<file path="src/hw/rtl/bf2x2_pkg.sv">
// Shared types and constants of the 2x2 box filter stream.
// No dependencies; imported by the interfaces and every module but bf2x2_ram.
package bf2x2_pkg;

  localparam int unsigned PIX_W     = 32;
  localparam int unsigned COORD_W   = 10;
  localparam int unsigned CFG_W     = 11;
  localparam int unsigned CFG_IDX_W = 2;
  localparam int unsigned MIN_SIZE  = 2;

  localparam logic [CFG_W-1:0] CFG_SIZE_RESET = CFG_W'(1024);

  typedef enum logic [CFG_IDX_W-1:0] {
    REG_FRAME_WIDTH  = 2'd0,
    REG_FRAME_HEIGHT = 2'd1
  } cfg_reg_e;

  // Edge flags of one pixel position, worked out when the word is taken in.
  typedef struct packed {
    logic last_row;
    logic last_col;
  } pos_flags_t;

endpackage

</file>
<file path="src/hw/rtl/bf2x2_cfg_if.sv">
// Configuration write channel: valid/ready, register index and write data.
// Depends on bf2x2_pkg.
interface bf2x2_cfg_if import bf2x2_pkg::*; ();
  logic                 valid;
  logic                 ready;
  logic [CFG_IDX_W-1:0] index;
  logic [CFG_W-1:0]     data;

  modport source (output valid, output index, output data, input ready);
  modport sink   (input valid, input index, input data, output ready);
endinterface

</file>
<file path="src/hw/rtl/bf2x2_pos.sv">
// Frame size registers and raster position counters.
// Depends on bf2x2_pkg and bf2x2_cfg_if.
module bf2x2_pos import bf2x2_pkg::*; #(
  parameter int unsigned MAX_WIDTH  = 1024,
  parameter int unsigned MAX_HEIGHT = 1024
) (
  input  logic                          clk_i,
  input  logic                          rst_ni,
  bf2x2_cfg_if.sink                     cfg_i,
  input  logic                          advance_i,
  output logic [$clog2(MAX_WIDTH)-1:0]  x_o,
  output logic [$clog2(MAX_HEIGHT)-1:0] y_o,
  output pos_flags_t                    flags_o
);

  localparam int unsigned CW    = $clog2(MAX_WIDTH);
  localparam int unsigned RW    = $clog2(MAX_HEIGHT);
  localparam int unsigned SZ_W  = $clog2(MAX_WIDTH) + 1;
  localparam int unsigned SZ_H  = $clog2(MAX_HEIGHT) + 1;
  localparam int unsigned SZ_M  = (SZ_W > SZ_H) ? SZ_W : SZ_H;
  localparam int unsigned CMPW  = (SZ_M > CFG_W) ? SZ_M : CFG_W;

  localparam logic [CMPW-1:0] MAX_W_C = CMPW'(MAX_WIDTH);
  localparam logic [CMPW-1:0] MAX_H_C = CMPW'(MAX_HEIGHT);
  localparam logic [CMPW-1:0] MIN_C   = CMPW'(MIN_SIZE);

  logic [CFG_W-1:0] width_q, height_q;
  logic [CW-1:0]    x_q, x_d;
  logic [RW-1:0]    y_q, y_d;
  logic [CMPW-1:0]  width_ext, height_ext, width_eff, height_eff;

  assign cfg_i.ready = 1'b1;

  always_ff @(posedge clk_i or negedge rst_ni) begin
    if (!rst_ni) begin
      width_q  <= CFG_SIZE_RESET;
      height_q <= CFG_SIZE_RESET;
    end else if (cfg_i.valid) begin
      case (cfg_i.index)
        REG_FRAME_WIDTH:  width_q  <= cfg_i.data;
        REG_FRAME_HEIGHT: height_q <= cfg_i.data;
        default: ;
      endcase
    end
  end

  // out-of-range sizes saturate to [2, MAX]
  always_comb begin
    width_ext  = CMPW'(width_q);
    height_ext = CMPW'(height_q);
    if (width_ext < MIN_C)        width_eff = MIN_C;
    else if (width_ext > MAX_W_C) width_eff = MAX_W_C;
    else                          width_eff = width_ext;
    if (height_ext < MIN_C)        height_eff = MIN_C;
    else if (height_ext > MAX_H_C) height_eff = MAX_H_C;
    else                           height_eff = height_ext;
  end

  // ">=" so a counter past a shrunken size still wraps
  assign flags_o.last_col = CMPW'(x_q) >= (width_eff - CMPW'(1));
  assign flags_o.last_row = CMPW'(y_q) >= (height_eff - CMPW'(1));

  always_comb begin
    x_d = x_q;
    y_d = y_q;
    if (advance_i) begin
      if (flags_o.last_col) begin
        x_d = '0;
        y_d = flags_o.last_row ? '0 : y_q + RW'(1);
      end else begin
        x_d = x_q + CW'(1);
      end
    end
  end

  always_ff @(posedge clk_i or negedge rst_ni) begin
    if (!rst_ni) begin
      x_q <= '0;
      y_q <= '0;
    end else begin
      x_q <= x_d;
      y_q <= y_d;
    end
  end

  assign x_o = x_q;
  assign y_o = y_q;

endmodule

</file>
<file path="src/flat_wrapper.sv">
// flat-port wrapper written by rule: the top's interface ports become plain ports
module bf2x2_pos_flat import bf2x2_pkg::*;
#(
  parameter int unsigned MAX_WIDTH  = 1024,
  parameter int unsigned MAX_HEIGHT = 1024
)
  (clk_i, rst_ni, advance_i, x_o, y_o, flags_o, cfg_i_valid, cfg_i_index, cfg_i_data, cfg_i_ready);
  bf2x2_cfg_if cfg_i_i ();
  input  logic clk_i;
  input  logic rst_ni;
  input  logic advance_i;
  output logic [$clog2(MAX_WIDTH)-1:0] x_o;
  output logic [$clog2(MAX_HEIGHT)-1:0] y_o;
  output pos_flags_t flags_o;
  input wire logic [$bits(cfg_i_i.valid)-1:0] cfg_i_valid;
  input wire logic [$bits(cfg_i_i.index)-1:0] cfg_i_index;
  input wire logic [$bits(cfg_i_i.data)-1:0] cfg_i_data;
  output wire logic [$bits(cfg_i_i.ready)-1:0] cfg_i_ready;
  assign cfg_i_i.valid = cfg_i_valid;
  assign cfg_i_i.index = cfg_i_index;
  assign cfg_i_i.data = cfg_i_data;
  assign cfg_i_ready = cfg_i_i.ready;
  bf2x2_pos #(.MAX_WIDTH(MAX_WIDTH), .MAX_HEIGHT(MAX_HEIGHT)) u_core (.clk_i(clk_i), .rst_ni(rst_ni), .cfg_i(cfg_i_i), .advance_i(advance_i), .x_o(x_o), .y_o(y_o), .flags_o(flags_o));
endmodule
</file>
<file path="config.mk">
export PLATFORM = sky130hd
export DESIGN_NAME = bf2x2_pos_flat
export DESIGN_NICKNAME = d
export VERILOG_FILES = /design/src/hw/rtl/bf2x2_pkg.sv /design/src/hw/rtl/bf2x2_cfg_if.sv /design/src/hw/rtl/bf2x2_pos.sv /design/src/flat_wrapper.sv
export SDC_FILE = /design/constraint.sdc
export NUM_CORES = 1
export LEC_CHECK = 0
export BUFFER_PORTS_ARGS = -buffer_cell sky130_fd_sc_hd__buf_2
export CAP_MARGIN = 10
export CORE_MARGIN = 2
export CORE_UTILIZATION = 40
export CTS_CLUSTER_DIAMETER = 200
export DETAILED_ROUTE_END_ITERATION = 16
export PLACE_DENSITY_LB_ADDON = 0.08
export SYNTH_ARGS = -nofsm -noshare
export SYNTH_HDL_FRONTEND = slang
export SYNTH_SLANG_ARGS = --single-unit
export TNS_END_PERCENT = 20
</file>
<file path="constraint.sdc">
create_clock -name clk_i -period 4.5 [get_ports clk_i]
set_input_delay 0.225 -clock clk_i [delete_from_list [all_inputs] [get_ports clk_i]]
set_output_delay 0.225 -clock clk_i [all_outputs]
set_load 0.02 [all_outputs]
</file>
* Word-level counts from Yosys, hierarchy flattened
Cells that the tools add are included.
** Storage, ports and cells
- Register bits :: 42
- Output and inout port bits :: 23
** Cells by class
- Equal/unequal tests :: 1
- Reductions and logical operators :: 4
- Muxes and demuxes :: 6
- Magnitude comparators :: 6
- $add $sub $neg :: 4
** Operators by type and width (count)
- $mux W11 :: 4
- $ge A10 B11 Y1 :: 2
- $gt A11 B11 Y1 const B :: 2
- $lt A11 B2 Y1 const B :: 2
- $sub A11 B1 Y11 const B :: 2
- $add A10 B1 Y10 const B :: 2
- $mux W10 :: 2
- $reduce_and A2 Y1 :: 3
- $eq A2 B1 Y1 const B :: 1
- $logic_not A2 Y1 :: 1

* Logic depth before layout (Yosys ltp)
Gate-level depths: netlist of the first run.
- Word-level depth :: 6
- Depth in mapped cells :: 17
- Mapped depth without buffers :: 14

* Worst setup path before layout of the first run
No wires, ideal clock.
- Path kind :: reg2reg
- From :: register u_core.width_q[7] (netlist: u_core.width_ext[7])
- To :: register u_core.y_q[5] (netlist: u_core.y_o[5])
- Data required time :: 4.379 ns
- Path slack :: 0.814 ns
- Path buffers :: 2
- Clock period less this slack :: 3.686 ns
- Data arrival time :: 3.565 ns
- Stages on the path, launching flop included :: 17
- Cell sequence :: dfrtp_1 -> or4_4 -> nor3_1 -> inv_1 -> o211ai_1 -> ha_1 -> clkbuf_1 -> nand2_1 -> a32oi_1 -> ha_1 -> o21ai_0 -> o21bai_1 -> nor3b_1 -> nand2_1 -> buf_2 -> a21o_1 -> a22o_1
** On the way
- Cells in the longest elaborated chain, start to end :: 6
** RTL lines
- start: declaration :: line bf2x2_pos.sv:27 : logic [CFG_W-1:0] width_q, height_q;
- start signal: assignment :: line bf2x2_pos.sv:40 : REG_FRAME_WIDTH: width_q <= cfg_i.data;
- $gt A11 B11 Y1 :: line bf2x2_pos.sv:52 : else if (width_ext > MAX_W_C) width_eff = MAX_W_C;
- $mux W11 :: line bf2x2_pos.sv:52
- $mux W11 * :: line bf2x2_pos.sv:51 : if (width_ext < MIN_C) width_eff = MIN_C;
- $sub A11 B1 Y11 * :: line bf2x2_pos.sv:60 : assign flags_o.last_col = CMPW'(x_q) >= (width_eff - CMPW'(1));
- $ge A10 B11 Y1 * :: line bf2x2_pos.sv:60
- $reduce_and A2 Y1 (no source line) *
- end signal: assignment :: line bf2x2_pos.sv:82 : y_q <= y_d;
- end: declaration :: line bf2x2_pos.sv:29 : logic [RW-1:0] y_q, y_d;
Mark *: on every way between the ends. The rest lies on a longest branch, timed or not.
A chain may end at the register's enable or synchronous reset.

==> results.md, run 1 <==
* Run status: complete, no violations
* Post-synth EDFFs at 0
* H-tree lvl count at 2
* Tcrit/Tclk final at between 90% and 100%
* Worst EP arrival at 3.87 ns
* Share of cells above drive strength 1 at approximately a quarter
* Die area at 0.00797 mm^2
* Synth unique cells at 56
* CTS Buf Count at 5
* Worst Slack Setup Final at 0.408 ns
* Largest net degree at the start of global routing at 43
* Syn_area_per_cell at 9.69 um^2
* Vias at between 2000 and 2500
* Post-CTS setup repair buffer count at 0
* Grt total ovfl at 0
* DP HPWL at approximately 5.0 mm
* # setup viols final at 0
* Most frequent CP cell: ha_1
* Final ANT Viol Nets at 0
* Max cap viols at 0
* Area grow syn2layout at 13.4%
* Antenna diodes at 0
* Layout Nets at about 380
* Placer Congestion at 0.800
* Pwr Total at 1.41 mW
* Ports at 40
* CP Data Required Time at 4.28 ns
* Worst min path class: in2async
* Final hold violation count at 0
* Worst-Margin Slew at 0.982 ns
* Die H at a little under 90 um
* Worst setup SP type: flip-flop
* Max incr delay on CP at 0.58 ns
* Setup slack after placement at 0.472 ns
* Slowest cell on crit path: or4_4
* DR iter-0 viols at 82
* CTS tree: yes
* Initial Util at 40.7%
* Yosys warnings at 0
* Port bufs at 38
* Worst-path maximum fanout at 10
* Clock Latency Late Sink at about 0.29 ns
* Maximum clock insertion buffer count at 2
* Clk root buf: clkbuf_8
* Final wirelength at 6.54 mm
* Initial antenna violation count at 0
* Cell Rows at 31
* Post-synthesis cell count at 300
* Sum of negative setup slack at 0 ns
* Final Core Density at 46.2%
* Yosys reg bits at 42
* Clk pin slew, worst setup/hold paths at 0.08 ns
* Min cycle time layout at around 4.1 ns
* Sequential area share after synthesis at 36.2%
* Chip width at 89.3 um
* WL per Instance at 15.0 um
* CP bufs+invs at 2
* Drc violations at 0
* Vias per cell at 5.50
* CTS Sinks at 42
* Finished Cell Area at 0.00330 mm^2
* Most common flop cell mapped by yosys: dfrtp_1
* Detailed-router iteration count before antenna repair at 4
* Final slew viol count at 0
* Critical path class: reg2out
* Mapped Nets at 341
* CORE AREA at 0.00714 mm^2
* Async S/R FF share, synth at 100%
* LEAKAGE at 1.48 nW
* Mapped Area at 0.00291 mm^2
* Peak supply drop at 0.211 mV
* Crit path capture type: output pin
* Delay-heaviest family, CP: simple AND/OR/NAND/NOR gates
* Fillers at 721
* Fmax at between 200 and 250 MHz
* Clk_skew at 0.00403 ns
* Pwr/cell area at 429 mW/mm^2
* First-pass GRT wire length at 11.0 mm
* Gr usage total at 17.7%
* Placed Area at around 0.0032 mm^2
* Crit-path cells: or4_4 -> nor3_2 -> inv_1 -> o211ai_1 -> ha_1 -> nand3_1 -> a32oi_1 -> ha_1 -> o2111ai_1 -> o221ai_1 -> and3b_1 -> buf_2
* RSZ-0062 raised after global routing: false
* Max-slew headroom at roughly a third
* Vias in the first global route at around 2200
==> cell families (layout without fill, tap and decap cells) <==
group,count (synthesis),count (layout),share of synthesized area [%]
other,1,1,0.129
XOR/XNOR,8,8,2.41
buffers and inverters,25,62,3.92
adder cells (fa/ha/maj),24,24,10.3
flip-flops,42,42,36.2
multiplexers,25,25,9.60
AND/OR/NAND/NOR,96,96,17.7
AO/OA/AOI/OAI,79,79,19.7
==> Yosys cell counts, drive strengths merged, types with 5 or more instances <==
library cell	instances	area share (%)
o21ai	17	2.9
inv	12	1.5
nor2	22	2.8
nor3	7	1.2
a21oi	11	1.9
a21o	7	1.8
nor2b	5	1.1
mux2	23	8.9
dfrtp	40	34
nand3	6	1.0
a22o	8	2.4
nand2b	10	2.4
nand2	17	2.2
clkbuf	9	1.2
ha	24	10
o2bb2ai	5	1.5
==> power breakdown <==
part	internal, mW	total, mW	switching [mW]
Clock	0.163	0.293	0.130
Combinational	0.257	0.545	0.287
Sequential	0.453	0.577	0.123
Total	0.874	1.41	0.540
==> final cells by class <==
type	count	area, um^2	share of cell area, %
multi-input combinational	233	1750	52.9
sequential	42	1050	32.0
timing repair buffer	42	220	6.68
tap	99	124	3.76
clock buffer	5	68.8	2.09
inverter	12	45.0	1.37
clock inverter	3	40.0	1.21
==> final timing paths <==
check / start / to / slack, ns / depth (start not counted)
worst max-delay path: u_core.width_ext[7]$_DFFE_PN0P_ / flags_o[0] / 0.41 / 12
worst min-delay path: rst_ni / u_core.y_o[6]$_DFFE_PN0P_ / 0.09 / 1
worst max register to register: u_core.width_ext[7]$_DFFE_PN0P_ / u_core.y_o[8]$_DFFE_PN0P_ / 0.62 / 15
worst min register to register: u_core.height_ext[9]$_DFFE_PN0P_ / u_core.height_ext[9]$_DFFE_PN0P_ / 0.55 / 1
max in group asynchronous: rst_ni / u_core.height_ext[1]$_DFFE_PN0P_ / 3.81 / 1
min in group clk_i: cfg_i_data[2] / u_core.height_ext[2]$_DFFE_PN0P_ / 0.19 / 2
==> worst register-to-register path, cell delays in order, from the launching register on <==
cell and delay [ns]:
dfrtp_1 0.45, or4_4 0.58, nor3_2 0.30, inv_1 0.09, o211ai_1 0.22, ha_1 0.37, nand2_1 0.08, a32oi_1 0.20
ha_1 0.21, o21ai_0 0.09, o21bai_1 0.16, nor3b_1 0.33, nand2_1 0.12, buf_4 0.19, a21o_1 0.16, a22o_1 0.22
==> stage by stage <==
stage | hold WS, ns | cells
after global placement | 0.441 | 428
after global routing | 0.175 | 436
after detailed placement | 0.447 | 428
after CTS | 0.123 | 436
after floorplan | -0.0706 | 300
final | 0.0909 | 436
==> what timing repair did <==
action                                  in CTS  in global routing
hold buffers                                 0                  0
resized for setup                            0                  1
endpoints found under the setup margin       0                  1
==> cell usage in the layout (no fill, tap or decap), drive strengths merged, types with 2 or more instances in the layout <==
| cell type | n |
|---|---|
| inv | 12 |
| nor2b | 5 |
| o41ai | 2 |
| nand2b | 10 |
| xor2 | 4 |
| clkinv | 2 |
| mux2 | 23 |
| a21oi | 11 |
| o21bai | 2 |
| ha | 24 |
| or2 | 4 |
| nand4 | 4 |
| nor2 | 22 |
| a22o | 8 |
| a2111oi | 2 |
| o2111ai | 2 |
| dfrtp | 40 |
| and3b | 2 |
| mux2i | 2 |
| nor3 | 7 |
| xnor2 | 4 |
| nand2 | 17 |
| a32oi | 3 |
| or4 | 3 |
| a21o | 7 |
| nand3b | 2 |
| dfstp | 2 |
| o21ai | 17 |
| nand3 | 6 |
| o211ai | 2 |
| nor4 | 4 |
| o2bb2ai | 5 |
| nor3b | 3 |
| buf | 42 |
| o31ai | 4 |
| clkbuf | 5 |
| or3 | 2 |
| and3 | 4 |
| o21a | 4 |
==> registers in the layout, summed over array words and instances, names as in the netlist <==
name,cells
u_core.height_ext,11
u_core.width_ext,11
u_core.y_o,10
u_core.x_o,10
==> routing by layer <==
metal  track usage (%)  part of all wire (%)  vias up
li1                  -                     -     1199
met1              25.6                    50     1143
met2              27.3                    45       47
met3              3.60                   4.1        7
met4              4.07                   1.0        0
met5                 0                     0        -
No activity file was read; power rests on OpenSTA's default activity.
==> run 2, diff against run 1 <==
Settings changed: CTS_BUF_LIST set to sky130_fd_sc_hd__clkbuf_4, GPL_TIMING_DRIVEN set to 1, HOLD_SLACK_MARGIN set to 0.03.
==> run 2 against run 1 <==
Cell count unchanged. Worst hold slack worse by 0.063 ns. Critical path depth unchanged. Core utilization down 0.35 points. Clock skew up 0.0028 ns. Cell area down 0.76%. Global-route usage unchanged. Non-clock buffer count unchanged. Clock power down 18%. Critical endpoint unchanged. Largest power group unchanged.
==> results.md, run 2 (synthesis gave the netlist of run 1 again) <==
* Run status: complete, no violations
* Worst-path maximum fanout at 10
* Chip width at 89.3 um
* Pwr Total at 1.36 mW
* CTS tree: yes
* Worst reg-to-reg path cell count at 15
* Clock Latency Late Sink at about 0.34 ns
* Final slew viol count at 0
* CTS Sinks at 42
* Reg-to-reg endpoint: u_core.y_o[8]$_DFFE_PN0P_
* Most common cell after layout, fill and taps aside: dfrtp_1
* Final hold violation count at 0
* Worst Slack Setup Final at 0.318 ns
* Initial Util at roughly two fifths
* Max-slew headroom at 34.4%
* Initial antenna violation count at 0
* Placer Congestion at 0.800
* WL per Instance at approximately 15 um
* Setup slack, reg-to-reg at approximately 0.59 ns
* First-pass GRT wire length at 11.0 mm
* Fin cells at 436
* Tcrit/Tclk final at 92.9%
* Vias at 2403
* Worst EP arrival at 3.96 ns
* Die H at 89.3 um
* Port bufs at 38
* Max cap viols at 0
* Clk pin slew, worst setup/hold paths at 0.13 ns
* Crit path capture type: output pin
* DP HPWL at 5.00 mm
* CORE AREA at between 0.007 and 0.008 mm^2
* Dpl cells at 428
* Vias in the first global route at 2187
* Maximum clock insertion buffer count at 2
* Worst setup SP type: flip-flop
* Detailed-router iteration count before antenna repair at 4
* Ports at 40
* Reg area at ~0.0011 mm^2
* Setup slack after placement at about 0.47 ns
* Worst-Margin Slew at just under 1 ns
* Drc violations at 0
* # setup viols final at 0
* Area grow syn2layout at 12.5%
* H-tree lvl count at 2
* CTS Buf Count at 5
* Multi-input logic area at 0.00175 mm^2
* Final ANT Viol Nets at 0
* Antenna diodes at 0
* Clk root buf: clkbuf_4
* Min cycle time layout at approximately 4.2 ns
* CP Launch Point: u_core.width_ext[7]$_DFFE_PN0P_
* Peak supply drop at 0.191 mV
* RSZ-0062 raised after global routing: false
* Vias per cell at ~5.5
* Worst min path class: in2async
* Layout Nets at 377
* Clk_skew at a little under 0.007 ns
* Post-CTS setup repair buffer count at 0
* Gr usage total at 17.7%
* Most frequent cells in the layout: dfrtp_1 (40), buf_2 (38), ha_1 (24)
* DR iter-0 viols at 83
* Share of cells above drive strength 1 at 25.5%
* Critical path endpoint: flags_o[0]
* Pwr/cell area at 417 mW/mm^2
* Largest net degree at the start of global routing at 43
* Sum of negative setup slack at 0 ns
* Fmax at 239 MHz
* Die area at 0.00797 mm^2
* FF-to-FF Start: u_core.width_ext[7]$_DFFE_PN0P_
* Fillers at 727
* LEAKAGE at 1.47 nW
* Final wirelength at roughly 6.5 mm
* Grt total ovfl at 0
* Cell Rows at 31
* Critical path class: reg2out
* CP Data Required Time at 4.28 ns
[run 2: cell count changes in the layout (fill, tap and decap cells not counted)]
cell	previous run	this run
clkbuf_4	0	5
clkbuf_8	5	0
nor4_1	4	3
nor4_2	0	1
[run 2: report_power, final]
part,switching [mW],total [mW],leakage [nW],internal [mW]
Sequential,0.125,0.578,0.511,0.453
Clock,0.125,0.240,0.0450,0.115
Combinational,0.288,0.545,0.911,0.258
Total,0.538,1.36,1.47,0.826
[run 2: per-layer routing]
metal	up-vias	GRT usage, %	wire length [um]
met3	4	3.60	261
met4	0	4.07	46
li1	1196	-	-
met2	49	26.9	2940
met1	1154	25.9	3300
met5	-	0	0
[run 2: how the worst min path moves through the flow]
stage,to,slack (ns),depth (start not counted)
finish,u_core.x_o[9]$_DFFE_PN0P_,0.03,1
detailed placement,u_core.y_o[6]$_DFFE_PN0P_,0.45,1
global route,u_core.x_o[4]$_DFFE_PN0P_,0.09,1
floorplan,u_core.height_ext[0]$_DFFE_PN0P_,-0.07,0
CTS,u_core.width_ext[9]$_DFFE_PN0P_,0.04,1
global placement,u_core.y_o[8]$_DFFE_PN0P_,0.44,1
[run 2: cell type report]
cell class,instances,area share [%]
multi-input cells,233,53.5
flip-flops and latches,42,32.2
well taps,99,3.79
clock buffers,5,1.15
repair buffers,42,6.73
inverters,12,1.38
clock inverters,3,1.22
[run 2: what timing repair did]
action | CTS | global route
gates resized for setup | 0 | 2
endpoints found under the setup margin | 0 | 2
hold buffers | 0 | 0
[run 2: metrics by stage]
stage / hold WS [ns] / util (%) / instance area (um^2)
after floorplan: -0.0706 / - / 2910
after global placement: 0.441 / 44.6 / 3180
after detailed placement: 0.447 / 44.6 / 3180
after CTS: 0.0411 / 45.7 / 3260
after global routing: 0.0899 / 45.8 / 3270
final: 0.0281 / 45.8 / 3270
[run 2: worst max-delay path: stages, from the launching register on]
cell and delay, ns:
dfrtp_1 0.47, or4_4 0.58, nor3_2 0.29, inv_1 0.09, o211ai_1 0.22, ha_1 0.38
nand3_1 0.11, a32oi_1 0.23, ha_1 0.18, o2111ai_1 0.12, o221ai_1 0.31, and3b_1 0.40
buf_2 0.23
==> run 3, diff against run 2 <==
Settings changed: MAX_ROUTING_LAYER set to met4.
==> run 3 against run 2 <==
Register-to-register slack about the same. Routed wire length rose by 0.18%. Via count shrank 0.46%. Core utilization stayed put. Cell area unchanged. Setup slack better by 0.0055 ns. First-iteration DRC count fell by 31%. Global-route usage increased by 0.52 points. Count of clock-buffer cells in the layout stayed put. Maximum frequency grew 0.13%. Highest routed layer unchanged.
==> results.md, run 3 (synthesis gave the netlist of run 1 again) <==
* Detailed-router iteration count before antenna repair at 5
* Share of cells above drive strength 1 at about a quarter
* Peak supply drop at 0.191 mV
* Maximum clock insertion buffer count at 2
* WL per Instance at roughly 15 um
* Layout Nets at 377
* Worst-path maximum fanout at 10
* Worst EP arrival at 3.95 ns
* Largest net degree at the start of global routing at 43
* Ports at 40
* LEAKAGE at 1.47 nW
* Antenna diodes at 0
* Area grow syn2layout at 12.5%
* CTS Buf Count at 5
* Worst setup SP type: flip-flop
* Grt total ovfl at 0
* CORE AREA at 0.00714 mm^2
* Post-CTS setup repair buffer count at 0
* CTS tree: yes
* Vias in the first global route at 2185
* Tcrit/Tclk final at 92.8%
* Clk pin slew, worst setup/hold paths at 0.13 ns
* Worst min path class: in2async
* CTS Sinks at 42
* Chip width at 89.3 um
* Pwr/cell area at ~420 mW/mm^2
* Most common cell after layout, fill and taps aside: dfrtp_1
* Fmax at 239 MHz
* CP Data Required Time at 4.28 ns
* Post-CTS resize count at 0
* RSZ-0062 raised after global routing: false
* Critical path class: reg2out
* Drc violations at 0
* Worst-Margin Slew at 0.985 ns
* H-tree lvl count at 2
* Die area at 0.00797 mm^2
* Placer Congestion at 0.811
* Min cycle time layout at 4.18 ns
* Final ANT Viol Nets at 0
* Die H at between 80 and 90 um
* CTS Hold Bufs at 0
* Vias per cell at 5.49
* Cell Rows at 31
* Final slew viol count at 0
* Clk root buf: clkbuf_4
* Initial antenna violation count at 0
* First-pass GRT wire length at 11.0 mm
* Final hold violation count at 0
* Final wirelength at 6.56 mm
* # setup viols final at 0
* Run status: complete, no violations
* DR iter-0 viols at 57
* DP HPWL at 5.00 mm
* Sum of negative setup slack at 0 ns
* Fin cells at 436
* Initial Util at approximately two fifths
* Port bufs at 38
* Crit path capture type: output pin
* Clock Latency Late Sink at approximately 0.34 ns
* Max-slew headroom at 34.3%
* Vias at 2392
* Max cap viols at 0
* Clk_skew at approximately 0.0053 ns
* Gr usage total at between 15 and 20%
* Dpl cells at 428
* Most frequent cells in the layout: dfrtp_1 (40), buf_2 (38), ha_1 (24)
## run 3: metal layers
layer / track usage, % / share of wire, %
met1: 25.9 / 50
met2: 27.1 / 45
met3: 3.42 / 3.7
met4: 4.07 / 0.67
met5: - / 0
## run 3: area by class of cell
class                           instances  area, um^2
Sequential cell                        42        1050
Clock buffer                            5        37.5
Fill cell                             727        3860
Clock inverter                          3        40.0
Timing Repair Buffer                   42         220
Inverter                               12        45.0
Multi-Input combinational cell        233        1750
Tap cell                               99         124
## run 3: worst paths after layout
path,startpoint,to,slack [ns],cells past startpoint
worst max register to register,u_core.width_ext[7]$_DFFE_PN0P_,u_core.y_o[8]$_DFFE_PN0P_,0.59,15
worst min register to register,u_core.height_ext[9]$_DFFE_PN0P_,u_core.height_ext[9]$_DFFE_PN0P_,0.56,1
max in group asynchronous,rst_ni,u_core.height_ext[1]$_DFFE_PN0P_,3.87,1
worst min-delay path,rst_ni,u_core.x_o[9]$_DFFE_PN0P_,0.03,1
worst max-delay path,u_core.width_ext[7]$_DFFE_PN0P_,flags_o[0],0.32,12
min in group clk_i,cfg_i_data[2],u_core.height_ext[2]$_DFFE_PN0P_,0.13,2
## run 3: stage by stage
stage | setup WS [ns] | util (%) | power, mW | hold slack, ns | area (um^2)
global placement | 0.618 | 44.6 | 1.13 | 0.441 | 3180
CTS | 0.119 | 45.7 | 1.38 | 0.0411 | 3260
global route | 0.0189 | 45.8 | 1.50 | 0.0948 | 3270
finish | 0.324 | 45.8 | 1.36 | 0.0301 | 3270
floorplan | 0.814 | - | 0.967 | -0.0706 | 2910
detailed placement | 0.472 | 44.6 | 1.14 | 0.447 | 3180
## run 3: power by group
| group | total (mW) | internal [mW] | switching [mW] |
|---|---|---|---|
| clock network | 0.241 | 0.115 | 0.126 |
| registers | 0.577 | 0.453 | 0.124 |
| logic | 0.546 | 0.258 | 0.288 |
## run 3: critical path, stage by stage (launching register included)
cell	delay, ns
dfrtp_1	0.47
or4_4	0.58
nor3_2	0.30
inv_1	0.09
o211ai_1	0.22
ha_1	0.37
nand3_1	0.11
a32oi_1	0.23
ha_1	0.18
o2111ai_1	0.12
o221ai_1	0.31
and3b_1	0.40
buf_2	0.23
