--- config.mk ---
export PLATFORM = sky130hd
export DESIGN_NAME = bf2x2_emit_flat
export DESIGN_NICKNAME = d
export VERILOG_FILES = /design/src/hw/rtl/bf2x2_pkg.sv /design/src/hw/rtl/bf2x2_out_if.sv /design/src/hw/rtl/bf2x2_emit.sv /design/src/flat_wrapper.sv
export SDC_FILE = /design/constraint.sdc
export NUM_CORES = 1
export LEC_CHECK = 0
export ABC_AREA = 1
export BUFFER_PORTS_ARGS = -buffer_cell sky130_fd_sc_hd__buf_4
export CORE_MARGIN = 4
export CORE_UTILIZATION = 60
export CTS_CLUSTER_DIAMETER = 40
export DETAILED_ROUTE_END_ITERATION = 12
export PLACE_DENSITY = 0.83
export SLEW_MARGIN = 20
export SYNTH_ARGS = -nofsm -noshare
export SYNTH_HDL_FRONTEND = slang
export SYNTH_SLANG_ARGS = --single-unit
export TNS_END_PERCENT = 1
--- constraint.sdc ---
create_clock -name clk_i -period 9.39 [get_ports clk_i]
set_clock_uncertainty 0.15 [all_clocks]
set_input_delay 1.878 -clock clk_i [delete_from_list [all_inputs] [get_ports clk_i]]
set_output_delay 1.878 -clock clk_i [all_outputs]
set_load 0.01 [all_outputs]
--- src/hw/rtl/bf2x2_pkg.sv ---
// Shared types and constants of the 2x2 box filter stream.
// No dependencies; imported by the interfaces and every module but bf2x2_ram.
package bf2x2_pkg;

  localparam int unsigned PIX_W     = 32;
  localparam int unsigned COORD_W   = 10;
  localparam int unsigned CFG_W     = 11;
  localparam int unsigned CFG_IDX_W = 2;
  localparam int unsigned MIN_SIZE  = 2;

  localparam logic [CFG_W-1:0] CFG_SIZE_RESET = CFG_W'(1024);

  typedef enum logic [CFG_IDX_W-1:0] {
    REG_FRAME_WIDTH  = 2'd0,
    REG_FRAME_HEIGHT = 2'd1
  } cfg_reg_e;

  // Edge flags of one pixel position, worked out when the word is taken in.
  typedef struct packed {
    logic last_row;
    logic last_col;
  } pos_flags_t;

endpackage

--- src/hw/rtl/bf2x2_out_if.sv ---
// Result channel: valid/ready plus filtered pixel and its position tags.
// Depends on bf2x2_pkg.
interface bf2x2_out_if import bf2x2_pkg::*; ();
  logic               valid;
  logic               ready;
  logic [PIX_W-1:0]   pixel_out;
  logic [COORD_W-1:0] out_column;
  logic [COORD_W-1:0] out_row;
  logic               last_of_run;
  logic               end_of_frame;

  modport source (output valid, output pixel_out, output out_column, output out_row,
                  output last_of_run, output end_of_frame, input ready);
  modport sink   (input valid, input pixel_out, input out_column, input out_row,
                  input last_of_run, input end_of_frame, output ready);
endinterface

--- src/hw/rtl/bf2x2_emit.sv ---
// Filter arithmetic, left-neighbor registers and the output register.
// Splits a last-row word into two results. Depends on bf2x2_pkg, bf2x2_out_if.
module bf2x2_emit import bf2x2_pkg::*; #(
  parameter int unsigned MAX_WIDTH  = 1024,
  parameter int unsigned MAX_HEIGHT = 1024
) (
  input  logic                          clk_i,
  input  logic                          rst_ni,
  input  logic                          s1_valid_i,
  input  logic [PIX_W-1:0]              s1_pix_i,
  input  logic [$clog2(MAX_WIDTH)-1:0]  s1_x_i,
  input  logic [$clog2(MAX_HEIGHT)-1:0] s1_y_i,
  input  pos_flags_t                    s1_flags_i,
  input  logic [PIX_W-1:0]              above_i,
  output logic                          done_o,
  bf2x2_out_if.source                   out_o
);

  localparam int unsigned RW = $clog2(MAX_HEIGHT);

  logic               phase_q, phase_d;
  logic [PIX_W-1:0]   left_above_q, left_current_q;
  logic               out_valid_q, out_valid_d;
  logic [PIX_W-1:0]   out_pix_q, out_pix_d;
  logic [COORD_W-1:0] out_col_q, out_col_d;
  logic [COORD_W-1:0] out_row_q, out_row_d;
  logic               out_last_q, out_last_d;
  logic               out_eof_q, out_eof_d;

  logic             has_above, needs_out, emit_second, is_last, load;
  logic [PIX_W-1:0] box_sum;

  assign has_above   = s1_y_i != '0;
  assign needs_out   = has_above | s1_flags_i.last_row;
  assign emit_second = phase_q | !has_above;
  assign is_last     = emit_second | !s1_flags_i.last_row;
  assign load        = s1_valid_i & needs_out & (!out_valid_q | out_o.ready);
  assign done_o      = s1_valid_i & (!needs_out | (load & is_last));

  // whole-word shifts: the sum of four quarters fits in 32 bits
  assign box_sum = (above_i >> 2) + (left_above_q >> 2)
                 + (s1_pix_i >> 2) + (left_current_q >> 2);

  always_comb begin
    phase_d     = phase_q;
    out_valid_d = out_valid_q;
    out_pix_d   = out_pix_q;
    out_col_d   = out_col_q;
    out_row_d   = out_row_q;
    out_last_d  = out_last_q;
    out_eof_d   = out_eof_q;
    if (out_o.ready) begin
      out_valid_d = 1'b0;
    end
    if (load) begin
      out_valid_d = 1'b1;
      phase_d     = !is_last;
      out_col_d   = COORD_W'(s1_x_i);
      if (emit_second) begin
        // last row passes through
        out_pix_d  = s1_pix_i;
        out_row_d  = COORD_W'(s1_y_i);
        out_last_d = 1'b1;
        out_eof_d  = s1_flags_i.last_col;
      end else begin
        out_pix_d  = (s1_x_i == '0) ? above_i : box_sum;
        out_row_d  = COORD_W'(s1_y_i - RW'(1));
        out_last_d = !s1_flags_i.last_row;
        out_eof_d  = 1'b0;
      end
    end
  end

  always_ff @(posedge clk_i or negedge rst_ni) begin
    if (!rst_ni) begin
      phase_q        <= 1'b0;
      out_valid_q    <= 1'b0;
      left_above_q   <= '0;
      left_current_q <= '0;
    end else begin
      phase_q     <= phase_d;
      out_valid_q <= out_valid_d;
      if (done_o) begin
        left_above_q   <= above_i;
        left_current_q <= s1_pix_i;
      end
    end
  end

  always_ff @(posedge clk_i) begin
    out_pix_q  <= out_pix_d;
    out_col_q  <= out_col_d;
    out_row_q  <= out_row_d;
    out_last_q <= out_last_d;
    out_eof_q  <= out_eof_d;
  end

  assign out_o.valid        = out_valid_q;
  assign out_o.pixel_out    = out_pix_q;
  assign out_o.out_column   = out_col_q;
  assign out_o.out_row      = out_row_q;
  assign out_o.last_of_run  = out_last_q;
  assign out_o.end_of_frame = out_eof_q;

endmodule

--- src/flat_wrapper.sv ---
// flat-port wrapper written by rule: the top's interface ports become plain ports
module bf2x2_emit_flat import bf2x2_pkg::*;
#(
  parameter int unsigned MAX_WIDTH  = 1024,
  parameter int unsigned MAX_HEIGHT = 1024
)
  (clk_i, rst_ni, s1_valid_i, s1_pix_i, s1_x_i, s1_y_i, s1_flags_i, above_i, done_o, out_o_valid, out_o_pixel_out, out_o_out_column, out_o_out_row, out_o_last_of_run, out_o_end_of_frame, out_o_ready);
  bf2x2_out_if out_o_i ();
  input  logic clk_i;
  input  logic rst_ni;
  input  logic s1_valid_i;
  input  logic [PIX_W-1:0] s1_pix_i;
  input  logic [$clog2(MAX_WIDTH)-1:0] s1_x_i;
  input  logic [$clog2(MAX_HEIGHT)-1:0] s1_y_i;
  input  pos_flags_t s1_flags_i;
  input  logic [PIX_W-1:0] above_i;
  output logic done_o;
  output wire logic [$bits(out_o_i.valid)-1:0] out_o_valid;
  output wire logic [$bits(out_o_i.pixel_out)-1:0] out_o_pixel_out;
  output wire logic [$bits(out_o_i.out_column)-1:0] out_o_out_column;
  output wire logic [$bits(out_o_i.out_row)-1:0] out_o_out_row;
  output wire logic [$bits(out_o_i.last_of_run)-1:0] out_o_last_of_run;
  output wire logic [$bits(out_o_i.end_of_frame)-1:0] out_o_end_of_frame;
  input wire logic [$bits(out_o_i.ready)-1:0] out_o_ready;
  assign out_o_valid = out_o_i.valid;
  assign out_o_pixel_out = out_o_i.pixel_out;
  assign out_o_out_column = out_o_i.out_column;
  assign out_o_out_row = out_o_i.out_row;
  assign out_o_last_of_run = out_o_i.last_of_run;
  assign out_o_end_of_frame = out_o_i.end_of_frame;
  assign out_o_i.ready = out_o_ready;
  bf2x2_emit #(.MAX_WIDTH(MAX_WIDTH), .MAX_HEIGHT(MAX_HEIGHT)) u_core (.clk_i(clk_i), .rst_ni(rst_ni), .s1_valid_i(s1_valid_i), .s1_pix_i(s1_pix_i), .s1_x_i(s1_x_i), .s1_y_i(s1_y_i), .s1_flags_i(s1_flags_i), .above_i(above_i), .done_o(done_o), .out_o(out_o_i));
endmodule
Word level (Yosys, flattened, before mapping)
Cells that the tools add are included.

word-level totals
  latch bits = 0
  output and inout bits = 56
  memory bits (read-only) = 0
  bits of input ports = 90
  register bits after elaboration = 120
  memories kept = 0
  bits in writable memories = 0

operators by class
  muxes and demuxes = 5
  shift operators = 0
  divide/modulo/power cells = 0
  order comparisons = 0
  multiply operators = 0
  reduce and logical (&&, ||, !) cells = 8
  equal/unequal tests = 0
  add/subtract/negate cells = 4
  bitwise operators = 9

operators by type and width
  cell                                                 number
  adder 32 x 30 -> 32 bit                              2
  two-way mux 32 bit                                   2
  adder 30 x 30 -> 31 bit                              1
  logical NOT 10 bit                                   1
  two-way mux 10 bit                                   1
  nonzero test 10 bit                                  1
  subtractor 10 x 1 -> 10 bit (second input constant)  1
  logical NOT 1 bit                                    5
  bitwise OR 1 bit                                     5
  bitwise AND 1 bit                                    4
  two-way mux 1 bit                                    2
  nonzero test 2 bit                                   1

Logic depth before layout (Yosys ltp)
Gate-level depths: netlist of run 1.

  depth after elaboration = 7
  depth in mapped cells = 26

Worst setup path after synthesis of run 1
No wires, ideal clock.

  path kind = input-to-reg
  from = input above_i[2]
  to = register u_core.out_pix_q[28] (netlist: u_core.out_o.pixel_out[28]) (data pin)
  data arrival time = 4989 ps
  stages = 22
  required time = 8988 ps
  setup slack = 3999 ps
  setup time = 252 ps
  path through = ha_1 > inv_1 > fa_1 > o21ai_1 > a21boi_0 > o21ai_1 > nand2_1 > nand2_1 > xnor2_1 > fa_1 > inv_1 > ha_1 > nand2_1 > inv_1 > a21oi_1 > nand2_1 > a21oi_1 > nand2_1 > nand2_1 > nand3_1 > nand2_1 > nand2_1

between the ends
  longest elaborated chain between the ends = 5

RTL lines
  element                                RTL line            RTL
  start, declared                        flat_wrapper.sv:16  input logic [PIX_W-1:0] above_i;
  adder 30 x 30 -> 31 bit                bf2x2_emit.sv:41    assign box_sum = (above_i >> 2) + (left_above_q >> 2)
  adder 32 x 30 -> 32 bit (2 in series)  bf2x2_emit.sv:42    + (s1_pix_i >> 2) + (left_current_q >> 2);
  two-way mux 32 bit                     bf2x2_emit.sv:66    out_pix_d = (s1_x_i == '0) ? above_i : box_sum;
  two-way mux 32 bit                     bf2x2_emit.sv:59    if (emit_second) begin
  end signal, assigned                   bf2x2_emit.sv:91    out_pix_q <= out_pix_d;
  end, declared                          bf2x2_emit.sv:24    logic [PIX_W-1:0] out_pix_q, out_pix_d;

No other way between the ends.
A chain may end at the register's enable or synchronous reset.

Worst setup path after layout of run 1
  from = input s1_y_i[0]
  to = output done_o

between the ends
  longest elaborated chain between the ends = 7
  elaborated cells on any way between the ends = 11

RTL lines
  element                                                       RTL line                            RTL
  start, declared                                               flat_wrapper.sv:14                  input logic [$clog2(MAX_HEIGHT)-1:0] s1_y_i;
  nonzero test 10 bit (*)                                       bf2x2_emit.sv:33                    assign has_above = s1_y_i != '0;
  bitwise OR 1 bit / logical NOT 1 bit (equally long branches)  bf2x2_emit.sv:34, bf2x2_emit.sv:35
  bitwise AND 1 bit / bitwise OR 1 bit (equally long branches)  bf2x2_emit.sv:37, bf2x2_emit.sv:35
  bitwise AND 1 bit / bitwise OR 1 bit (equally long branches)  bf2x2_emit.sv:37, bf2x2_emit.sv:36
  bitwise AND 1 bit                                             bf2x2_emit.sv:38                    assign done_o = s1_valid_i & (!needs_out | (load & is_last));
  bitwise OR 1 bit (*)                                          bf2x2_emit.sv:38
  bitwise AND 1 bit (*)                                         bf2x2_emit.sv:38
  end, declared                                                 flat_wrapper.sv:17                  output logic done_o;

Mark *: on every way between the ends. The rest lies on a longest branch, timed or not.

==> metrics.yaml, run 1 <==
power_and_ir_drop:
  peakVddDrop_uv: 189.4
  pwr_density_cell_mw_per_mm2: 377.2
  leakage_nw: 6.416
job:
  cap_violations: 0
outcome:
  outcome: "completed"
floorplan:
  pin_count: 146
  dieWidth_um: 136.7
  initial_utilization_pct: 61.87
  fp.coreArea_mm2: 0.01606
  fp.dieArea_mm2: 0.01868
  core.rowCount: 46
  die_height_um: 136.7
sta:
  slew_viol_final: 0
  hold_slack_ps: 327.7
  finalSetupViolCount: 0
  worst_slack_ps: 2299
  post-route-min-period_ps: 7091
  tightest_slew_ps: 1063
  hold_violations: 0
  tns_ps: 0
  period_share_pct: 75.51
  max_freq_ghz: 0.1410
  max_slew_margin_pct: 28.89
  rsz0062_at_grt: "false"
yosys:
  synth_area_leader_cell: "nand2_1"
  synth_top_area_share_pct: 16.85
  async_reset_ff_share_pct: 53.45
  synth_commonest_cells: "446 x nand2_1, 272 x inv_1, 128 x nor2_1"
  syn-num-nets: 1620
  synth_area_mm2: 0.009935
  yosysUniqueCellTypes: 36
  yosys-top-cells-area: "nand2_1 17%, edfxtp_1 16%, dfrtp_1 16%"
  synth_edf_count: 54
  ys.flop_type: "dfrtp_1"
  ys_warn_count: 0
  synth_seq_area_share_pct: 31.94
  syn_inst: 1437
  synth.avg_cell_area_um2: 6.913
  ys_seq_elements: 116
  synth.most_common_cell: "nand2_1"
setup_path:
  worstPathBufferInverterCount: 5
  path_max_fanout: 53
  cp.arrival_ps: 5060
  start_kind: "input pin"
  path_class: "input pin to primary output"
  cp_data_required_time_ps: 7360
  crit_path_end_kind: "primary output"
  cp_cell_sequence: "buf_4, inv_1, ha_1, nand3_1, nor2_2, nand3_1, nand2_2, buf_4, nor2_1, o21ai_4, nand2_4, inv_1, buf_4"
  cp_common_cell: "buf_4"
  path_delay_family: "simple AND/OR/NAND/NOR gates"
  slowest_delay_ps: 870
  crit_path_top_delay_cell: "o21ai_4"
clocking:
  cts_buffer_depth: 2
  ctsResizeCount: 0
  clockRootBuffer: "clkbuf_16"
  cts_tree: "built"
  h-tree-depth: 4
  insertion_delay_ps: 430
  cts_sinks: 116
  post_cts_buffers: 0
  cts.hold.buffers_added: 0
  clk_pin_slew_ps: 50
  cts_buffers: 17
global_route:
  grt_usage_pct: 33.49
  globalRouteOverflowTotal: 0
  grt_pass1_vias: 9429
  antenna_found_initial: 0
  grt_max_degree: 63
  grt_pass1_wl_mm: 47.91
final_layout:
  drive_gt1_share_pct: 12.59
  synthToLayoutAreaGrowth_pct: 18.51
  fin_cells: 1805
  diodes: 0
  finish.utilization_pct: 73.32
  fin_nets: 1759
route:
  routed.top_layer: "met4"
  vias: 9874
  met1_length_mm: 12.74
  drt_iter0_drc: 964
  met3_wirelength_mm: 3.044
  post-route-drc-count: 0
  wirelength_mm: 30.49
  avgViaCountPerCell: 5.470
  route.met2.wl_mm: 13.99
  drt_first_pass_iters: 6
  drt-wirelength-per-cell_um: 16.89
  ant_nets: 0
place:
  io_buffers: 145
  hpwlAfterDp_mm: 23.31
  place_congestion: 0.9813
  place_inst: 1773
  pre_cts_slack_ps: 2406
worst_hold_path:
  hp-class: "register to register"
## logic make-up (layout without fill, tap and decap cells)
logic type / Yosys count / count (layout) / synth area share (%)
xor gates and xnor gates: 36 / 36 / 3.174
DFF: 116 / 116 / 31.94
and+or+nand+nor: 718 / 718 / 29.40
AOI/OAI and AO/OA: 172 / 172 / 9.748
buffers and inverters: 302 / 454 / 11.61
adders and majority gates: 93 / 93 / 14.13
## power by group
part	leakage (nW)	internal [W]	switching [W]	total [W]
logic	4.86	0.00105	0.00194	0.00299
clock network	0.269	0.000395	0.000255	0.000651
registers	1.29	0.000743	0.0000612	0.000804
total	6.42	0.00219	0.00225	0.00444
## area by class of cell
cell class                 count  area [um^2]
clock buffer                  19        442.9
clock inverter                13        133.9
fill                        1347         4284
inverter                     273         1025
multi-input combinational   1019         5610
sequential                   116         3173
tap                          216        270.3
timing repair buffer         149         1119
## state kept, by name (all words and copies together), names as in the netlist
register and cells:
u_core.out_o.last_of_run 1, u_core.out_o.out_row 10, u_core.left_current_q 30, u_core.out_o.end_of_frame 1
u_core.out_o.out_column 10, u_core.phase_q 1, u_core.out_o.pixel_out 32, u_core.left_above_q 30
u_core.out_o.valid 1
## layout by cell type, fill, tap and decap left out, drive strengths merged, types with 4 or more instances in the layout
master    count
clkbuf       19
ha           61
o21bai        8
fa           32
nor3         11
a22oi         4
o22ai         4
clkinv        5
xnor2        18
dfrtp        62
a21oi        69
nor2        130
clkinvlp      5
inv         274
xor2         18
nand4        16
o21a          4
nand3       103
buf         149
nand2       448
o21ai        77
nor4          5
edfxtp       54
## final timing paths
kind                                                     startpoint                               endpoint  slack, ps  depth (start not counted)
worst min register to register  u_core.left_above_q[18]$_DFFE_PN0P_    u_core.left_above_q[18]$_DFFE_PN0P_        330                          2
worst max register to register   u_core.left_above_q[2]$_DFFE_PN0P_   u_core.out_o.pixel_out[20]$_DFFE_PP_       4640                         20
worst max-delay path                                      s1_y_i[0]                                 done_o       2300                         13
min in group asynchronous                                    rst_ni     u_core.left_above_q[8]$_DFFE_PN0P_       1420                          1
worst min-delay path            u_core.left_above_q[18]$_DFFE_PN0P_    u_core.left_above_q[18]$_DFFE_PN0P_        330                          2
max in group asynchronous                                    rst_ni  u_core.left_current_q[23]$_DFFE_PN0P_       7100                          1
## layer usage
metal | GRT usage (%) | vias up
met3 | 7.537 | 67
li1 | - | 4795
met5 | 0 | -
met1 | 45.92 | 4529
met4 | 10.19 | 0
met2 | 53.26 | 483
## stage by stage
step	total power (W)	cell area [um^2]
final	0.004441	11770
after global placement	0.003625	11200
after floorplan	0.002850	9935
after detailed placement	0.003696	11200
after global routing	0.004838	11770
after CTS	0.004380	11770
## tightest hold or removal path, cell delays in order, from the launching register on
cell and delay [ps]:
dfrtp_1 340, nand2_1 60, nand2_1 50
Note: power is estimated with default switching activity, not from simulation.
==> run 2, diff against run 1 <==
--- a/config.mk
+++ b/config.mk
@@ -8,10 +8,10 @@
 export ABC_AREA = 1
 export BUFFER_PORTS_ARGS = -buffer_cell sky130_fd_sc_hd__buf_4
 export CORE_MARGIN = 4
-export CORE_UTILIZATION = 60
+export CORE_UTILIZATION = 59
 export CTS_CLUSTER_DIAMETER = 40
 export DETAILED_ROUTE_END_ITERATION = 12
-export PLACE_DENSITY = 0.83
+export PLACE_DENSITY = 0.82
 export SLEW_MARGIN = 20
 export SYNTH_ARGS = -nofsm -noshare
 export SYNTH_HDL_FRONTEND = slang
==> constraint.sdc (replaced) <==
create_clock -name clk_i -period 7 [get_ports clk_i]
set_clock_uncertainty 0.15 [all_clocks]
set_input_delay 1.4 -clock clk_i [delete_from_list [all_inputs] [get_ports clk_i]]
set_output_delay 1.4 -clock clk_i [all_outputs]
set_load 0.01 [all_outputs]
==> run 2 against run 1 <==
Net effect:
- sequential power grew 34%
- setup slack lost 700 ps
- via count shrank 0.61%
- utilization shrank 1.8 points
- register-to-register slack lost 2300 ps
- critical path type is now input pin to register
- critical endpoint is now u_core.out_o.pixel_out[20]$_DFFE_PP_
==> metrics.yaml, run 2 (synthesis gave the netlist of run 1 again) <==
outcome:
  outcome: "completed"
floorplan:
  core.rowCount: 47
  pin_count: 146
  dieWidth_um: 137.8
  die_height_um: 137.8
  fp.dieArea_mm2: 0.01898
  fp.coreArea_mm2: 0.01652
  initial_utilization_pct: 60.12
power_and_ir_drop:
  pwr_density_cell_mw_per_mm2: 504.7
  leakage_nw: 6.455
  internal_power_w: 0.002974
  power.switching_w: 0.002988
  switching_share_pct: 50.12
  p_seq_share_pct: 18.2
  power_frac_comb_pct: 67.0
  peakVddDrop_uv: 252.5
  clock_power_share_pct: 14.9
setup_path:
  slowest_delay_ps: 510
  path_max_fanout: 5
  crit_path_top_delay_cell: "fa_1"
  start_kind: "input pin"
  cp_data_required_time_ps: 6990
  crit_path_end_kind: "register"
  path_class: "input pin to register"
  cp_cell_sequence: "buf_4, ha_1, inv_1, fa_1, o21ai_1, a21boi_0, o21ai_1, xor2_1, fa_1, inv_1, ha_1, nand2_1, inv_1, a21oi_1, nand3_1, nand2_1, nand2_1, nand2_1, nand3_1, nand2_1, o21ai_0"
  cp_common_cell: "nand2_1"
  cp.arrival_ps: 5400
global_route:
  antenna_found_initial: 0
  grt_usage_pct: 32.88
  globalRouteOverflowTotal: 0
  grt_pass1_vias: 9407
  grt_pass1_wl_mm: 47.59
  grt_max_degree: 91
clocking:
  cts_tree: "built"
  insertion_delay_ps: 430
  clockRootBuffer: "clkbuf_16"
  cts_buffer_depth: 2
  ctsResizeCount: 0
  cts.hold.buffers_added: 0
  post_cts_buffers: 0
  cts_sinks: 116
  h-tree-depth: 4
  clk_pin_slew_ps: 50
  cts_buffers: 17
place:
  io_buffers: 145
  pre_cts_slack_ps: 1282
  hpwlAfterDp_mm: 23.02
  place_congestion: 0.9470
  place_inst: 1778
worst_hold_path:
  hp-class: "register to register"
route:
  post-route-drc-count: 0
  avgViaCountPerCell: 5.422
  wirelength_mm: 30.10
  drt-wirelength-per-cell_um: 16.63
  ant_nets: 0
  drt_iter0_drc: 1082
  vias: 9814
  drt_first_pass_iters: 6
final_layout:
  fin_cells: 1810
  multi_input_area_mm2: 0.005610
  drive_gt1_share_pct: 12.58
  register_area_mm2: 0.003173
  diodes: 0
  largest_reg_flops: 32
  mostFrequentLayoutCell: "nand2_1"
  n_fill_cell: 1410
  fin_nets: 1760
  final_cell_mix: "446 x nand2_1, 271 x inv_1, 150 x buf_4, 127 x nor2_1, 103 x nand3_1"
  synthToLayoutAreaGrowth_pct: 18.92
sta:
  max_slew_margin_pct: 32.03
  rsz0062_at_grt: "false"
  post-route-min-period_ps: 5404
  period_share_pct: 77.21
  max_freq_ghz: 0.1850
  tightest_slew_ps: 1020
  hold_slack_ps: 322.5
  hold_violations: 0
  worst_slack_ps: 1596
  slew_viol_final: 0
  finalSetupViolCount: 0
  tns_ps: 0
job:
  cap_violations: 0
[run 2: worst max-delay path, delay by kind of cell]
family	cells	cell delay (ps)
XOR/XNOR	1	140
AND/OR/NAND/NOR	7	910
adder cells (fa/ha/maj)	4	1430
buffers and inverters	4	280
AO/OA/AOI/OAI	5	1200
[run 2: power by group through the flow]
stage                     Combinational (W)  Sequential (W)  Clock (W)
final                               0.00399         0.00108   0.000888
after floorplan                     0.00269         0.00113          0
after detailed placement            0.00386         0.00109          0
after global routing                0.00453         0.00110   0.000923
after global placement              0.00380         0.00109          0
after CTS                           0.00391         0.00108   0.000891
[run 2: path summary, 6_finish.rpt]
check,from,end,slack [ps],cells after the start
worst max register to register,u_core.left_above_q[2]$_DFFE_PN0P_,u_core.out_o.pixel_out[20]$_DFFE_PP_,2300,20
worst min register to register,u_core.left_above_q[19]$_DFFE_PN0P_,u_core.left_above_q[19]$_DFFE_PN0P_,320,2
worst max-delay path,above_i[2],u_core.out_o.pixel_out[20]$_DFFE_PP_,1600,21
min in group asynchronous,rst_ni,u_core.left_above_q[8]$_DFFE_PN0P_,930,1
worst min-delay path,u_core.left_above_q[19]$_DFFE_PN0P_,u_core.left_above_q[19]$_DFFE_PN0P_,320,2
max in group asynchronous,rst_ni,u_core.left_current_q[28]$_DFFE_PN0P_,5210,1
[run 2: area by class of cell]
cell class,instances,area share (%)
multi-input cells,1019,47.49
flip-flops and latches,116,26.86
inverters,273,8.674
repair buffers,150,9.532
clock inverters,7,0.5507
clock buffers,25,4.565
well taps,220,2.330
[run 2: routing by layer]
layer | share of wire, % | vias to the layer above | global-route usage, %
met4 | 3.4 | 0 | 12.62
met3 | 9.8 | 74 | 6.866
li1 | - | 4808 | -
met2 | 45 | 467 | 52.17
met5 | 0 | - | 0
met1 | 42 | 4465 | 44.31
[run 2: stage by stage]
stage / total power, W / utilization, % / instance area (um^2)
floorplan: 0.003823 / - / 9935
global route: 0.006557 / 71.49 / 11810
CTS: 0.005883 / 71.49 / 11810
detailed placement: 0.004951 / 67.84 / 11210
finish: 0.005963 / 71.49 / 11810
global placement: 0.004886 / 67.84 / 11210
==> run 3, diff against run 2 <==
--- a/config.mk
+++ b/config.mk
@@ -5,13 +5,13 @@
 export SDC_FILE = /design/constraint.sdc
 export NUM_CORES = 1
 export LEC_CHECK = 0
-export ABC_AREA = 1
+export ABC_AREA = 0
 export BUFFER_PORTS_ARGS = -buffer_cell sky130_fd_sc_hd__buf_4
 export CORE_MARGIN = 4
-export CORE_UTILIZATION = 59
+export CORE_UTILIZATION = 52
 export CTS_CLUSTER_DIAMETER = 40
 export DETAILED_ROUTE_END_ITERATION = 12
-export PLACE_DENSITY = 0.82
+export PLACE_DENSITY = 0.77
 export SLEW_MARGIN = 20
 export SYNTH_ARGS = -nofsm -noshare
 export SYNTH_HDL_FRONTEND = slang
==> constraint.sdc (replaced) <==
create_clock -name clk_i -period 4.5 [get_ports clk_i]
set_clock_uncertainty 0.15 [all_clocks]
set_input_delay 0.9 -clock clk_i [delete_from_list [all_inputs] [get_ports clk_i]]
set_output_delay 0.9 -clock clk_i [all_outputs]
set_load 0.01 [all_outputs]
==> run 3 against run 2 <==
Net effect:
- the flow now finishes with violations (setup timing)
- first-iteration DRC count is 39% lower
- synthesized cell count is 35% lower
- register-to-register slack worse by 2800 ps
- utilization is 3.8 points higher
- setup slack worse by 2300 ps
- non-clock buffer count is 191 higher
- die area is 2.1% higher
- global-route usage is 4.5 points lower
- area after synthesis is 9.9% lower
- total power is 92% higher
- sequential share of layout area is 1.6 points lower
- count of clock-buffer cells in the layout is 7 lower
==> metrics.yaml, run 3 <==
yosys:
  syn-num-nets: 1123
  synth_area_mm2: 0.008946
  synth_seq_area_share_pct: 35.47
  syn_inst: 940
  synth_area_leader_cell: "edfxtp_1"
  synth_edf_count: 54
  async_reset_ff_share_pct: 53.45
  ys.flop_type: "dfrtp_1"
  synth.most_common_cell: "inv_1"
  ys_warn_count: 0
  synth.avg_cell_area_um2: 9.517
  synth_top_area_share_pct: 18.13
  yosys-top-cells-area: "edfxtp_1 18%, dfrtp_1 17%, ha_1 8.5%"
  ys_seq_elements: 116
  yosysUniqueCellTypes: 57
  synth_commonest_cells: "135 x inv_1, 74 x a21oi_1, 72 x nand2_1"
route:
  drt-wirelength-per-cell_um: 18.62
  drt_first_pass_iters: 5
  post-route-drc-count: 0
  ant_nets: 0
  drt_iter0_drc: 665
  avgViaCountPerCell: 5.647
  vias: 8465
  wirelength_mm: 27.92
place:
  place_inst: 1465
  hpwlAfterDp_mm: 20.10
  dpl_cell_area_mm2: 0.01165
  io_buffers: 145
  pre_cts_slack_ps: -1346
  place_congestion: 0.9487
final_layout:
  final_cell_mix: "338 x buf_4, 131 x inv_1, 70 x nand2_1, 64 x nor2_1, 62 x dfrtp_1"
  drive_gt1_share_pct: 37.37
  fin_area_mm2: 0.01257
  mostFrequentLayoutCell: "buf_4"
  finish.utilization_pct: 75.25
  synthToLayoutAreaGrowth_pct: 40.48
  fin_nets: 1449
  fin_cells: 1499
  diodes: 0
  largest_reg_flops: 32
worst_hold_path:
  hold_depth: 1
  min_from: "u_core.left_above_q[11]$_DFFE_PN0P_"
  hold_end: "u_core.left_above_q[11]$_DFFE_PN0P_"
  hp-class: "register to register"
floorplan:
  fp.dieArea_mm2: 0.01937
  fp.coreArea_mm2: 0.01670
  initial_utilization_pct: 53.57
  die_height_um: 139.2
  pin_count: 146
  dieWidth_um: 139.2
  core.rowCount: 47
clocking:
  cts_buffer_depth: 2
  insertion_delay_ps: 430
  clockRootBuffer: "clkbuf_16"
  clk_pin_slew_ps: 60
  cts.hold.buffers_added: 0
  h-tree-depth: 4
  cts_sinks: 116
  cts_buffers: 17
  cts_tree: "built"
outcome:
  failed_checks: "setup timing"
  outcome: "complete, but fails checks"
sta:
  slew_viol_final: 0
  tightest_slew_ps: 882.3
  period_share_pct: 114.6
  finalSetupViolCount: 20
  hold_violations: 0
  max_slew_margin_pct: 41.18
  rsz0062_at_grt: "true"
  worst_slack_ps: -656.5
  max_freq_ghz: 0.1939
  post-route-min-period_ps: 5156
power_and_ir_drop:
  leakage_nw: 6.241
  peakVddDrop_uv: 490.1
  pwr_density_cell_mw_per_mm2: 912.4
  total_power_w: 0.01147
setup_path:
  r2r_setup_slack_ps: -490
  crit_path_top_delay_cell: "fa_1"
  slowest_delay_ps: 520
  cp.arrival_ps: 5160
  r2r-start: "u_core.left_above_q[2]$_DFFE_PN0P_"
  reg2reg_to: "u_core.out_o.pixel_out[31]$_DFFE_PP_"
  cp_data_required_time_ps: 4510
  start_kind: "input pin"
  cp_cell_sequence: "buf_4, ha_2, inv_1, fa_2, nor2b_2, o31a_1, o21ai_2, o31a_1, or2_4, o31ai_4, a221oi_2, xor2_1, fa_1, inv_2, ha_4, a21oi_2, o21bai_1, a21oi_1, nor2_1, a2111oi_2, nor2_1, nor3_1, a221oi_2"
  r2r_cells: 22
  path_max_fanout: 4
  worstPathBufferInverterCount: 3
  path_delay_family: "compound AO/OA/AOI/OAI gates"
  crit_path_end_kind: "register"
  path_class: "input pin to register"
global_route:
  grt_max_degree: 63
  grt_usage_pct: 28.43
  antenna_found_initial: 0
  grt_pass1_vias: 8835
  grt_pass1_wl_mm: 44.48
  globalRouteOverflowTotal: 0
job:
  cap_violations: 0
==> run 3: cell count changes after synthesis, sizes merged, moves of 13 or more <==
| cell | delta |
|---|---|
| a21o | +17 |
| mux2i | +31 |
| nand3 | -78 |
| xnor2 | +13 |
| inv | -138 |
| o21ai | -35 |
| mux2 | +30 |
| a211oi | +13 |
| nor2 | -61 |
| nand2 | -376 |
==> run 3: through the flow <==
step / hold slack [ps] / TNS (ps)
after CTS: 365.3 / -6861
after detailed placement: 349.3 / -21050
after global placement: 344.7 / -19590
after global routing: 378.6 / -12350
after floorplan: 333.5 / -16560
final: 366.5 / -8222
==> run 3: worst max path at each step <==
stage,to,from,cells past startpoint
final,u_core.out_o.pixel_out[31]$_DFFE_PP_,above_i[2],23
after global routing,u_core.out_o.pixel_out[28]$_DFFE_PP_,above_i[2],22
after CTS,u_core.out_o.pixel_out[28]$_DFFE_PP_,above_i[2],22
after detailed placement,u_core.out_o.pixel_out[30]$_DFFE_PP_,above_i[3],20
after global placement,u_core.out_o.pixel_out[30]$_DFFE_PP_,above_i[3],20
after floorplan,u_core.out_o.pixel_out[27]$_DFFE_PP_,above_i[2],23
==> run 3: kinds of logic after synthesis <==
family	synth area share, %
AOI/OAI and AO/OA	16.39
adders and majority gates	15.69
buffers and inverters	7.427
xor gates and xnor gates	5.580
and+or+nand+nor	10.98
DFF	35.47
muxes	8.462
==> run 3: power breakdown <==
part / internal, W / leakage (nW) / switching, W
Sequential: 0.00156 / 1.24 / 0.000121
Combinational: 0.00411 / 4.73 / 0.00433
Clock: 0.000778 / 0.273 / 0.000557
==> run 3: cell type report <==
| type | instances | area, um^2 |
|---|---|---|
| Fill cell | 1170 | 4134 |
| Sequential cell | 116 | 3173 |
| Timing Repair Buffer | 341 | 2587 |
| Clock buffer | 18 | 439.2 |
| Tap cell | 220 | 275.3 |
| Multi-Input combinational cell | 655 | 5456 |
| Inverter | 135 | 506.7 |
| Clock inverter | 14 | 128.9 |
==> run 3: timing repair <==
| item | in CTS | in global routing |
|---|---|---|
| pin swaps | 20 | 8 |
| gates cloned | 0 | 0 |
| buffers inserted | 1 | 0 |
| endpoints found under the setup margin | 21 | 23 |
| gates resized for setup | 48 | 29 |
==> run 3: metal layers <==
layer | vias to the layer above | share of wire, % | track usage [%]
li1 | 3934 | - | -
met1 | 4095 | 42 | 36.63
met2 | 376 | 49 | 48.30
met3 | 60 | 6.3 | 5.241
met4 | 0 | 2.4 | 9.887
met5 | - | 0 | 0
